`src/rtl/flm3_pkg.sv`:
```
// Shared types and constants of the first local maximum 3x3 block.
package flm3_pkg;

	localparam int VAL_W     = 32;
	localparam int SUM_W     = 48;
	localparam int ROW_W     = 12;
	localparam int COL_CFG_W = 8;
	localparam int COL_OUT_W = 7;
	localparam int CFG_IDX_W = 4;
	localparam int CFG_DAT_W = 12;

	localparam logic [CFG_IDX_W-1:0] REG_ROW_COUNT    = 4'd0;
	localparam logic [CFG_IDX_W-1:0] REG_COLUMN_COUNT = 4'd1;

	localparam logic signed [SUM_W-1:0] SUM_MAX = 48'sh7FFF_FFFF_FFFF;
	localparam logic signed [SUM_W-1:0] SUM_MIN = 48'sh8000_0000_0000;

	// Result buffer depth and the width of its fill count.
	localparam int OUT_DEPTH = 4;
	localparam int OUT_CNT_W = 3;

	typedef struct packed {
		logic                    found;
		logic [ROW_W-1:0]        max_row;
		logic [COL_OUT_W-1:0]    max_column;
		logic signed [VAL_W-1:0] max_value;
		logic signed [SUM_W-1:0] checked_sum;
	} result_t;

endpackage

```
`src/rtl/flm3_out_fifo.sv`:
```
// Small register FIFO that holds finished results until the consumer takes them.
module flm3_out_fifo
	import flm3_pkg::*;
#(
	parameter int DEPTH = 4
) (
	input  logic                 clk,
	input  logic                 arst_n,
	input  logic                 push,
	input  result_t              push_data,
	input  logic                 pop,
	output logic                 out_valid,
	output result_t              out_data,
	output logic [OUT_CNT_W-1:0] count
);

	localparam int PW = (DEPTH > 1) ? $clog2(DEPTH) : 1;

	result_t           entry_q [DEPTH];
	logic [PW-1:0]     wptr_q;
	logic [PW-1:0]     rptr_q;
	logic [OUT_CNT_W-1:0] count_q;

	assign out_valid = (count_q != '0);
	assign out_data  = entry_q[rptr_q];
	assign count     = count_q;

	always_ff @(posedge clk) begin
		if (push) begin
			entry_q[wptr_q] <= push_data;
		end
	end

	always_ff @(posedge clk or negedge arst_n) begin
		if (!arst_n) begin
			wptr_q  <= '0;
			rptr_q  <= '0;
			count_q <= '0;
		end else begin
			if (push) begin
				wptr_q <= (wptr_q == PW'(DEPTH - 1)) ? '0 : wptr_q + PW'(1);
			end
			if (pop) begin
				rptr_q <= (rptr_q == PW'(DEPTH - 1)) ? '0 : rptr_q + PW'(1);
			end
			case ({push, pop})
				2'b10:   count_q <= count_q + OUT_CNT_W'(1);
				2'b01:   count_q <= count_q - OUT_CNT_W'(1);
				default: count_q <= count_q;
			endcase
		end
	end

endmodule
```
`config.mk`:
```
export PLATFORM = sky130hd
export DESIGN_NAME = flm3_out_fifo
export DESIGN_NICKNAME = d
export VERILOG_FILES = /design/src/rtl/flm3_pkg.sv /design/src/rtl/flm3_out_fifo.sv
export SDC_FILE = /design/constraint.sdc
export NUM_CORES = 1
export LEC_CHECK = 0
export CORE_MARGIN = 10
export CORE_UTILIZATION = 30
export CTS_CLUSTER_SIZE = 30
export DETAILED_ROUTE_END_ITERATION = 6
export DONT_BUFFER_PORTS = 1
export HOLD_SLACK_MARGIN = 0.03
export PLACE_DENSITY = 0.5
export SYNTH_ARGS = -nofsm -noshare
export SYNTH_HDL_FRONTEND = slang
export SYNTH_SLANG_ARGS = --single-unit
```
`constraint.sdc`:
```
create_clock -name clk -period 3.5 [get_ports clk]
set_clock_uncertainty 0.15 [all_clocks]
set_input_delay 0.7 -clock clk [delete_from_list [all_inputs] [get_ports clk]]
set_output_delay 0.7 -clock clk [all_outputs]
set_load 0.03 [all_outputs]
```
# Word-level counts from Yosys, hierarchy flattened
# Memories as Yosys holds them, arrays and structs flattened.
# Cells that the tools add are included.
word_totals:
  register_bits: 7
  latch_bits: 0
  mem_bits_rw: 400
  mem_bits_ro: 0
  in_bits: 104
  output_inout_bits: 104
  word_cells: 19
  mem_count: 1
mem_list:
  columns: ["name", "depth", "width", "rd", "rd_clocked_by_memory_dff", "write_ports", "line", "source"]
  rows:
  - ["entry_q", 4, 100, 1, 0, 1, "flm3_out_fifo.sv:19", "result_t entry_q [DEPTH];"]
classes:
  addsub: 4
  mul: 0
  div: 0
  order_cmp: 0
  eq_ne: 4
  shift: 0
  n_mux: 5
  bitwise: 0
  reduce_logical: 2
op_table:
  columns: ["op", "count"]
  rows:
  - ["== test 2 bit (second input constant)", 3]
  - ["case mux 3 bit (2 select lines)", 1]
  - ["adder 2 x 1 -> 2 bit (second input constant)", 2]
  - ["2-to-1 mux 2 bit", 2]
  - ["adder 3 x 1 -> 3 bit (second input constant)", 1]
  - ["nonzero test 3 bit", 1]
  - ["subtractor 3 x 1 -> 3 bit (second input constant)", 1]
  - ["== test 2 x 1 -> 1 bit (second input constant)", 1]
  - ["2-to-1 mux 1 bit", 2]
  - ["nonzero test 2 bit", 1]

# Logic depth before layout (Yosys ltp)
# Gate-level depths: netlist of run 1.
depth:
  depth_word: 2
  mapped_depth: 7
  ltp_nobuf: 7

# Least setup slack after synthesis of run 1
# Ideal clock, no wire load.
synth_timing:
  path_kind: "input to register"
  start: "input push"
  end: "memory entry_q[0][0] (netlist name), enable pin"
  setup_ns: 0.470
  arrival_ns: 3.009
  required_time_ns: 2.880
  setup_slack_ns: -0.129
  stages: 1
  path_buffers: 0
  cell_sequence: "and2_1"
synth_between:
  elab_chain_len: 2
synth_lines:
  columns: ["item", "line", "source"]
  rows:
  - ["start, declared", "flm3_out_fifo.sv:9", "input logic push,"]
  - ["2-to-1 mux 1 bit", "flm3_out_fifo.sv:29", "if (push) begin"]
  - ["2-to-1 mux 1 bit (implied by the code)", "flm3_out_fifo.sv:30", "entry_q[wptr_q] <= push_data;"]
  - ["end, declared", "flm3_out_fifo.sv:19", null]
# No other way between the ends.

==> impl_metrics.tcl, run 1 <==
set metrics [dict create \
    grt_max_degree 101 \
    gp_congestion 0.761 \
    grt_pass1_wl_mm 44.6 \
    diodes 0 \
    synth_seq_cells 407 \
    status "finished, final reports clean" \
    antenna_left 0 \
    min_period_over_period_pct 87.4 \
    die_w_um 242 \
    min_path_type "in2reg" \
    maxSlewHeadroom_pct 53.8 \
    internal_power_uw 10800 \
    syn_nets 671 \
    cp-start-kind "flop" \
    cts-root-buf "clkbuf_16" \
    p_clk_share_pct 30.6 \
    start_util_pct 30.3 \
    cts_hold_buffers 1 \
    portBuffers 0 \
    grt-ovfl-total 0 \
    postCtsSetupRepairBufs 0 \
    drv_slew 0 \
    drt_first_iter_violations 430 \
    tns_ns 0 \
    fin_crit_ns 3.06 \
    cts_tree "built" \
    seqPwrFrac_pct 40.8 \
    leakage_uw 0.00535 \
    setup_viol 0 \
    routed_wl_mm 30.1 \
    final_nets 707 \
    fillers 4397 \
    wire_per_inst_um 23.3 \
    swShare_pct 32.6 \
    worstHoldStart "push_data[16]" \
    drt_first_pass_iters 4 \
    cts_made_buffers 43 \
    via_per_inst 4.56 \
    r2r_start "wptr_q[0]" \
    ys_seq_area_share_pct 82.1 \
    vias 5889 \
    path_class "reg2out" \
    die_area_mm2 0.0588 \
    critPathLaunch "rptr_q[0]" \
    reg2regPathDepth 4 \
    fmax_ghz 0.327 \
    yosysWarnings 0 \
    die_h_um 242 \
    crit_path_end_kind "primary output" \
    regToRegEndpoint "entry_q[0][55]" \
    critPathRequiredTime_ns 2.65 \
    post_route_cells_drive_above_1_share_pct 29.9 \
    cts.sink_count 407 \
    setup_ws_ns 0.440 \
    syn_area_mm2 0.0148 \
    worst_slew_pin_slew_ns 0.693 \
    power_density_mw_per_mm2 925 \
    max_cap_viol_count 0 \
    cp_data_arrival_time_ns 2.21 \
    core_mm2 0.0490 \
    place_ws_ns 0.973 \
    p_sw_uw 5200 \
    grt_pass1_vias 6463 \
    syn_inst 560 \
    postLayoutCoreUtil_pct 35.2 \
    io_pins 208 \
    drc 0 \
    hpwl_mm 19.6 \
    antenna_found_initial 0 \
    power_frac_comb_pct 28.6 \
    htree_levels 2 \
    synth.avg_cell_area_um2 26.5 \
    r2r_slack_ns 1.27 \
    ir_worst_vdd_uv 503 \
    clock_path_buffers 3 \
    path_max_fanout 47 \
    cts.repair.resized 0 \
    grt_use_total_pct 10.2 \
    path_clk_slew_ns 0.06 \
    hold_viol 0 \
    clk_latency_ns 0.55 \
    rsz0062_at_grt "no" \
    ys_types 18 \
    holdPathStages 0 \
    area_growth_pct 16.2 \
    row_count 81 \
    hold_path_end "entry_q[3][16]" \
]
state kept, by name, indices dropped and copies added (netlist names):
| register | flops |
|---|---|
| entry_q | 400 |
| rptr_q | 2 |
| wptr_q | 2 |
| count | 3 |
worst max-delay path, stage by stage (launching register included):
cell,delay [ns]
dfrtp_4,0.54
buf_12,0.31
mux4_2,0.69
layout by cell type, fill, tap and decap left out, drive strengths merged:
cell type      n
nand2          2
clkinv        12
ha             6
edfxtp       400
dfrtp          7
inv            7
dlygate4sd3    1
o21ai          3
mux2           2
nor2           2
bufinv        10
xnor2          1
fa             1
or3            2
mux4         100
clkinvlp       4
xor2           2
buf           12
clkbuf        50
and2           4
how the worst max path moves through the flow:
| stage | endpoint | slack (ns) | cells past startpoint |
|---|---|---|---|
| floorplan | entry_q[1][0] | 0.96 | 1 |
| global placement | out_data[64] | 1.02 | 2 |
| detailed placement | out_data[51] | 0.97 | 2 |
| CTS | out_data[88] | 0.36 | 2 |
| global route | out_data[98] | 0.29 | 2 |
| finish | out_data[98] | 0.44 | 2 |
per-stage QoR:
step | cells | total power, uW | cell area (um^2) | hold WS (ns)
floorplan | 560 | 10400 | 14800 | 0.254
global placement | 1214 | 11300 | 15700 | 0.255
detailed placement | 1214 | 11400 | 15700 | 0.255
CTS | 1292 | 16300 | 17300 | 0.0374
global route | 1292 | 16700 | 17300 | 0.0439
finish | 1292 | 16000 | 17300 | 0.0843
kinds of logic after synthesis:
family | Yosys count | share of synthesized area (%)
xor gates and xnor gates | 3 | 0.177
buffers and inverters | 28 | 1.30
and+or+nand+nor | 10 | 0.354
AOI/OAI and AO/OA | 3 | 0.101
DFF | 407 | 82.1
muxes | 102 | 15.3
adders and majority gates | 7 | 0.641
power by group through the flow:
stage / combinational, uW / clock [uW] / sequential [uW]
after floorplan: 3910 / 0 / 6520
after global placement: 4650 / 0 / 6600
after detailed placement: 4740 / 0 / 6630
after CTS: 4750 / 5020 / 6530
after global routing: 4870 / 5230 / 6570
final: 4570 / 4880 / 6510
final cells by class:
cell class              count  area (um^2)  share of cell area [%]
well taps                 664          831                    4.82
inverters                   6         22.5                   0.131
multi-input cells         125         2470                    14.3
clock inverters            27          398                    2.31
clock buffers              50         1140                    6.64
flip-flops and latches    407        12200                    70.7
repair buffers             13          188                    1.09
Yosys cell counts (all sizes together):
library cell | instances | area share [%]
xor2 | 2 | 0.12
ha | 6 | 0.51
inv | 6 | 0.15
dfrtp | 7 | 1.2
mux2 | 2 | 0.15
edfxtp | 400 | 81
xnor2 | 1 | 0.059
mux4 | 100 | 15
o21ai | 3 | 0.10
buf | 21 | 1.1
and2 | 4 | 0.17
fa | 1 | 0.13
or3 | 2 | 0.084
clkbuf | 1 | 0.025
nand2 | 2 | 0.051
nor2 | 2 | 0.051
per-layer routing:
layer / track usage [%] / share of wire, % / vias up / routed length [um]
met3: 4.53 / 9.7 / 60 / 2930
met5: 0 / 0 / - / 0
met4: 4.01 / 2.9 / 0 / 864
li1: - / - / 2485 / -
met1: 11.1 / 36 / 3157 / 11000
met2: 17.1 / 51 / 187 / 15400
(Power assumes the default switching activity.)
==> inputs of run 2 (changes only) <==
--- a/config.mk
+++ b/config.mk
@@ -5,6 +5,8 @@
 export SDC_FILE = /design/constraint.sdc
 export NUM_CORES = 1
 export LEC_CHECK = 0
+export ABC_AREA = 1
+export CAP_MARGIN = 40
 export CORE_MARGIN = 10
 export CORE_UTILIZATION = 30
 export CTS_CLUSTER_SIZE = 30
==> run 2 against run 1 <==
Via count increased by 48%. Maximum frequency decreased by 1.8%. Power increased by 4.2%. Critical path type unchanged. Largest cell class unchanged. Highest routed layer unchanged.
==> impl_metrics.tcl, run 2 <==
set metrics [dict create \
    synth_top_area_share_pct 73.1 \
    synth_fa_ha_area_share_pct 0.579 \
    setup_viol 0 \
    syn_nets 1330 \
    synthTopCellsByArea "edfxtp_1 73%, o211ai_1 9.1%, nand2_1 7.1%" \
    power_frac_comb_pct 32.2 \
    max_stage_delay_ns 0.45 \
    antenna_found_initial 0 \
    start_util_pct 30.4 \
    hold_ws_ns 0.0799 \
    r2r_start "wptr_q[0]" \
    grt-ovfl-total 0 \
    synth_common_cells "400 x edfxtp_1, 312 x nand2_1, 214 x inv_1" \
    async_flop_share_pct 1.72 \
    placed_cell_area_mm2 0.0170 \
    cts_tree "built" \
    critPathRequiredTime_ns 2.65 \
    synthMuxAreaShare_pct 0 \
    crit_path_end_kind "primary output" \
    regMostFlops "entry_q" \
    ys_types 18 \
    synth_seq_cells 407 \
    synth_ff_type "edfxtp_1" \
    max_cap_viol_count 0 \
    yosysMostFrequentCell "edfxtp_1" \
    grt_use_total_pct 10.8 \
    io_pins 208 \
    r2r_slack_ns 1.59 \
    tns_ns 0 \
    regToRegEndpoint "entry_q[0][50]" \
    layout_commonest_cell "edfxtp_1" \
    cts.repair.resized 0 \
    worstHoldStart "push_data[16]" \
    crit_chain "inv_8, buf_4, nand2_1, o211ai_1, nand2_1" \
    internal_power_uw 10200 \
    row_count 85 \
    hold_viol 0 \
    hpwl_mm 20.2 \
    fin_crit_ns 3.12 \
    slowest_stage "dfrtp_1" \
    drv_slew 0 \
    vias 8715 \
    p_sw_uw 6440 \
    clk_latency_ns 0.56 \
    worstSetupPathDepth 5 \
    diodes 0 \
    cts_hold_buffers 2 \
    reg2regPathDepth 5 \
    rsz0062_at_grt "no" \
    postLayoutCoreUtil_pct 34.3 \
    holdPathStages 0 \
    cp_data_arrival_time_ns 2.27 \
    p_clk_share_pct 28.3 \
    synth-edff-count 400 \
    portBuffers 0 \
    largest_reg_flops 400 \
    wire_per_inst_um 18.3 \
    status "finished, final reports clean" \
    swShare_pct 38.7 \
    worst_slew_pin_slew_ns 0.601 \
    multi_input_area_mm2 0.00283 \
    ir_worst_vdd_uv 423 \
    cts_made_buffers 46 \
    regArea_mm2 0.0122 \
    path_class "reg2out" \
    yosysWarnings 0 \
    die_h_um 254 \
    final_nets 1330 \
    fmax_ghz 0.321 \
    synth_area_leader_cell "edfxtp_1" \
    crit_top_cell "nand2_1" \
    die_w_um 254 \
    synth_xor_area_share_pct 0.0533 \
    ys_seq_area_share_pct 74.2 \
    cp_num_buf_inv 2 \
    via_per_inst 4.47 \
    cts-root-buf "clkbuf_16" \
    syn_area_mm2 0.0164 \
    post-route-cell-area_mm2 0.0185 \
    min_path_type "in2reg" \
    cts.sink_count 407 \
    area_growth_pct 12.6 \
    maxSlewHeadroom_pct 59.9 \
    syn_inst 1219 \
    grt_pass1_wl_mm 52.8 \
    synth_top_family_by_area "compound AO/OA/AOI/OAI gates" \
    min_period_over_period_pct 89.1 \
    gp_congestion 0.741 \
    fillers 5237 \
    cp-start-kind "flop" \
    drt_first_iter_violations 330 \
    leakage_uw 0.00695 \
    final_cell_mix "400 x edfxtp_1, 312 x nand2_1, 209 x inv_1" \
    path_max_fanout 66 \
    drc 0 \
    seqPwrFrac_pct 39.5 \
    antenna_left 0 \
    routed_wl_mm 35.7 \
    crit_family "buffers and inverters" \
    htree_levels 2 \
    synth.avg_cell_area_um2 13.5 \
    power_density_mw_per_mm2 898 \
    path_clk_slew_ns 0.06 \
    core_mm2 0.0540 \
    clock_path_buffers 3 \
    grt_pass1_vias 8303 \
    synth-simple-area-share_pct 7.25 \
    die_area_mm2 0.0645 \
    hold_path_end "entry_q[0][16]" \
    drt_first_pass_iters 4 \
    post_route_cells_drive_above_1_share_pct 7.34 \
    grt_max_degree 102 \
    power_uw 16600 \
    postCtsSetupRepairBufs 0 \
    synth_compound_area_share_pct 9.32 \
]
[run 2: changes by cell type after synthesis, sizes merged, moves of 2 or more]
| cell | previous run | this run |
|---|---|---|
| nand2 | 2 | 312 |
| inv | 6 | 215 |
| o211ai | 0 | 200 |
| mux4 | 100 | 0 |
| buf | 21 | 61 |
| clkbuf | 1 | 6 |
| and2 | 4 | 0 |
| mux2 | 2 | 0 |
| nand3 | 0 | 2 |
| o21ai | 3 | 5 |
| or3 | 2 | 0 |
| xor2 | 2 | 0 |
[run 2: layout make-up]
type / count / area share, %
timing repair buffer: 19 / 1.61
clock buffer: 58 / 6.97
multi-input combinational: 530 / 15.3
clock inverter: 24 / 1.07
tap: 696 / 4.71
sequential: 407 / 65.9
inverter: 215 / 4.50
[run 2: power groups by stage]
stage	clock, uW	combinational (uW)	sequential, uW
global route	5060	5890	6650
CTS	4850	5550	6580
global placement	0	5510	6660
detailed placement	0	5530	6680
floorplan	0	4510	6660
finish	4700	5360	6570
[run 2: worst max-delay path by stage]
| stage | start | to | slack [ns] |
|---|---|---|---|
| after global placement | rptr_q[0] | out_data[66] | 0.96 |
| after floorplan | push | entry_q[3][0] | 0.51 |
| after detailed placement | rptr_q[1] | out_data[95] | 0.95 |
| final | rptr_q[0] | out_data[96] | 0.38 |
| after CTS | rptr_q[1] | out_data[95] | 0.32 |
| after global routing | rptr_q[0] | out_data[96] | 0.18 |
[run 2: logic make-up after synthesis]
family	count (synthesis)
fa+ha+maj	7
xor+xnor	1
buf+inv	282
simple gates	316
flops	407
compound gates	206
[run 2: worst register-to-register path, cell delays in order, from the launching register on]
cell and delay, ns:
dfrtp_1 0.43, inv_1 0.11, ha_1 0.14, nand2_1 0.08
clkinvlp_4 0.09, buf_4 0.49
[run 2: metal layers]
| metal | track usage, % | wire [um] |
|---|---|---|
| met5 | 0 | 0 |
| met4 | 3.27 | 777 |
| met3 | 4.92 | 3440 |
| met2 | 17.2 | 16400 |
| met1 | 13.0 | 15000 |
[run 2: through the flow]
stage,std cells,setup slack [ns]
after floorplan,1219,0.508
after global placement,1865,0.965
after detailed placement,1865,0.953
after CTS,1949,0.319
after global routing,1949,0.183
final,1949,0.383
==> inputs of run 3 (changes only) <==
--- a/config.mk
+++ b/config.mk
@@ -9,6 +9,7 @@
 export CAP_MARGIN = 40
 export CORE_MARGIN = 10
 export CORE_UTILIZATION = 30
+export CTS_BUF_LIST = sky130_fd_sc_hd__clkbuf_2 sky130_fd_sc_hd__clkbuf_4 sky130_fd_sc_hd__clkbuf_8
 export CTS_CLUSTER_SIZE = 30
 export DETAILED_ROUTE_END_ITERATION = 6
 export DONT_BUFFER_PORTS = 1
==> run 3 against run 2 <==
Power is 2.5% lower. Sequential share of layout area is 2.9 points lower. Cell area is 4.7% higher. Final cell count is 7.5% higher. Register-to-register slack hardly changed. Highest routed layer is now met5.
==> impl_metrics.tcl, run 3 (synthesized netlist as in run 2, its figures left out) <==
set metrics [dict create \
    setup_viol 0 \
    final_cell_mix "400 x edfxtp_1, 312 x nand2_1, 209 x inv_1" \
    path_class "reg2out" \
    row_count 85 \
    post-route-cell-area_mm2 0.0194 \
    path_max_fanout 66 \
    io_pins 208 \
    post_route_cells_drive_above_1_share_pct 9.61 \
    cts-root-buf "clkbuf_8" \
    cp-start-kind "flop" \
    final_nets 1458 \
    grt_max_degree 102 \
    die_area_mm2 0.0645 \
    regMostFlops "entry_q" \
    multi_input_area_mm2 0.00283 \
    hold_ws_ns 0.168 \
    min_path_type "in2reg" \
    drv_slew 0 \
    grt_pass1_wl_mm 55.4 \
    antenna_left 0 \
    routed_wl_mm 36.7 \
    hold_viol 0 \
    reg2regPathDepth 5 \
    cts.sink_count 407 \
    r2r_slack_ns 1.58 \
    tns_ns 0 \
    r2r_start "wptr_q[0]" \
    area_growth_pct 17.9 \
    placed_cell_area_mm2 0.0170 \
    cts_made_buffers 73 \
    cp_data_arrival_time_ns 2.33 \
    wire_per_inst_um 17.5 \
    critPathRequiredTime_ns 2.65 \
    drc 0 \
    leakage_uw 0.00735 \
    regToRegEndpoint "entry_q[0][75]" \
    critPathLaunch "rptr_q[0]" \
    vias 9277 \
    grt_pass1_vias 9279 \
    start_util_pct 30.4 \
    worst_slew_pin_slew_ns 0.611 \
    ir_worst_vdd_uv 463 \
    fillers 5222 \
    fin_crit_ns 3.18 \
    path_clk_slew_ns 0.07 \
    crit_path_end "out_data[92]" \
    die_w_um 254 \
    clk_latency_ns 0.62 \
    max_cap_viol_count 0 \
    via_per_inst 4.43 \
    largest_reg_flops 400 \
    core_mm2 0.0540 \
    clock_path_buffers 3 \
    crit_path_end_kind "primary output" \
    antenna_found_initial 6 \
    grt-ovfl-total 0 \
    drt_first_iter_violations 379 \
    fmax_ghz 0.314 \
    hpwl_mm 20.2 \
    maxSlewHeadroom_pct 59.3 \
    regArea_mm2 0.0122 \
    rsz0062_at_grt "no" \
    die_h_um 254 \
    drt_first_pass_iters 5 \
    portBuffers 0 \
    status "finished, final reports clean" \
    grt_use_total_pct 11.4 \
    layout_commonest_cell "edfxtp_1" \
    htree_levels 3 \
    min_period_over_period_pct 90.9 \
    cts_tree "built" \
    gp_congestion 0.741 \
    power_density_mw_per_mm2 837 \
]
run 3: changes by cell type in the layout (fill, tap and decap cells not counted):
cell	previous run	this run
clkinv_1	8	12
clkbuf_8	3	76
clkinv_4	0	1
inv_6	3	1
dlygate4sd3_1	2	103
clkbuf_16	49	0
diode_2	0	5
clkbuf_1	6	0
clkbuf_4	0	24
clkinv_2	9	7
bufinv_16	3	0
run 3: worst min path at each step:
stage          startpoint   endpoint  slack [ns]  cells after the start
3_3_place_gp       arst_n   count[0]        0.25                      0
5_1_grt              push  wptr_q[0]        0.11                      3
2_1_floorplan      arst_n   count[0]        0.25                      0
3_5_place_dp       arst_n   count[0]        0.25                      0
6_report             push  wptr_q[0]        0.17                      3
4_1_cts              push  wptr_q[0]        0.07                      3
run 3: final cells by class:
cell class | instances | area share (%)
inverter | 215 | 4.30
clock inverter | 22 | 0.543
clock buffer | 100 | 6.33
antenna | 5 | 0.0646
timing repair buffer | 120 | 6.76
tap | 696 | 4.50
sequential | 407 | 62.9
multi-input combinational | 530 | 14.6
run 3: power breakdown:
part | internal, uW | switching (uW) | total [uW] | leakage (uW)
Sequential | 6340 | 237 | 6580 | 0.00376
Combinational | 1110 | 4410 | 5520 | 0.00288
Clock | 2250 | 1870 | 4120 | 0.000712
Total | 9690 | 6520 | 16200 | 0.00735
run 3: routing by layer:
| metal | global-route usage [%] | routed length, um | part of all wire [%] |
|---|---|---|---|
| met5 | 0 | 27 | 0.074 |
| met1 | 13.6 | 15700 | 43 |
| met2 | 17.9 | 17100 | 47 |
| met3 | 4.68 | 2860 | 7.8 |
| met4 | 4.62 | 1030 | 2.8 |
run 3: through the flow:
step	setup slack [ns]	power, uW	utilization, %	instances
6_report	0.320	16200	35.9	2095
5_1_grt	0.0749	17200	35.9	2094
4_1_cts	0.202	16600	35.8	2090
3_5_place_dp	0.953	12200	31.5	1865
3_3_place_gp	0.965	12200	31.5	1865
2_1_floorplan	0.508	11200	-	1219
run 3: timing repair:
action | CTS | global route
hold endpoints to repair | 411 | 0
hold buffers | 103 | 0
resized for setup | 0 | 0
setup buffers | 0 | 0
run 3: critical path, stage by stage, from the launching register on:
cell and delay [ns]:
dfrtp_1 0.45, inv_8 0.33, buf_4 0.43, nand2_1 0.10, o211ai_1 0.11, nand2_1 0.26
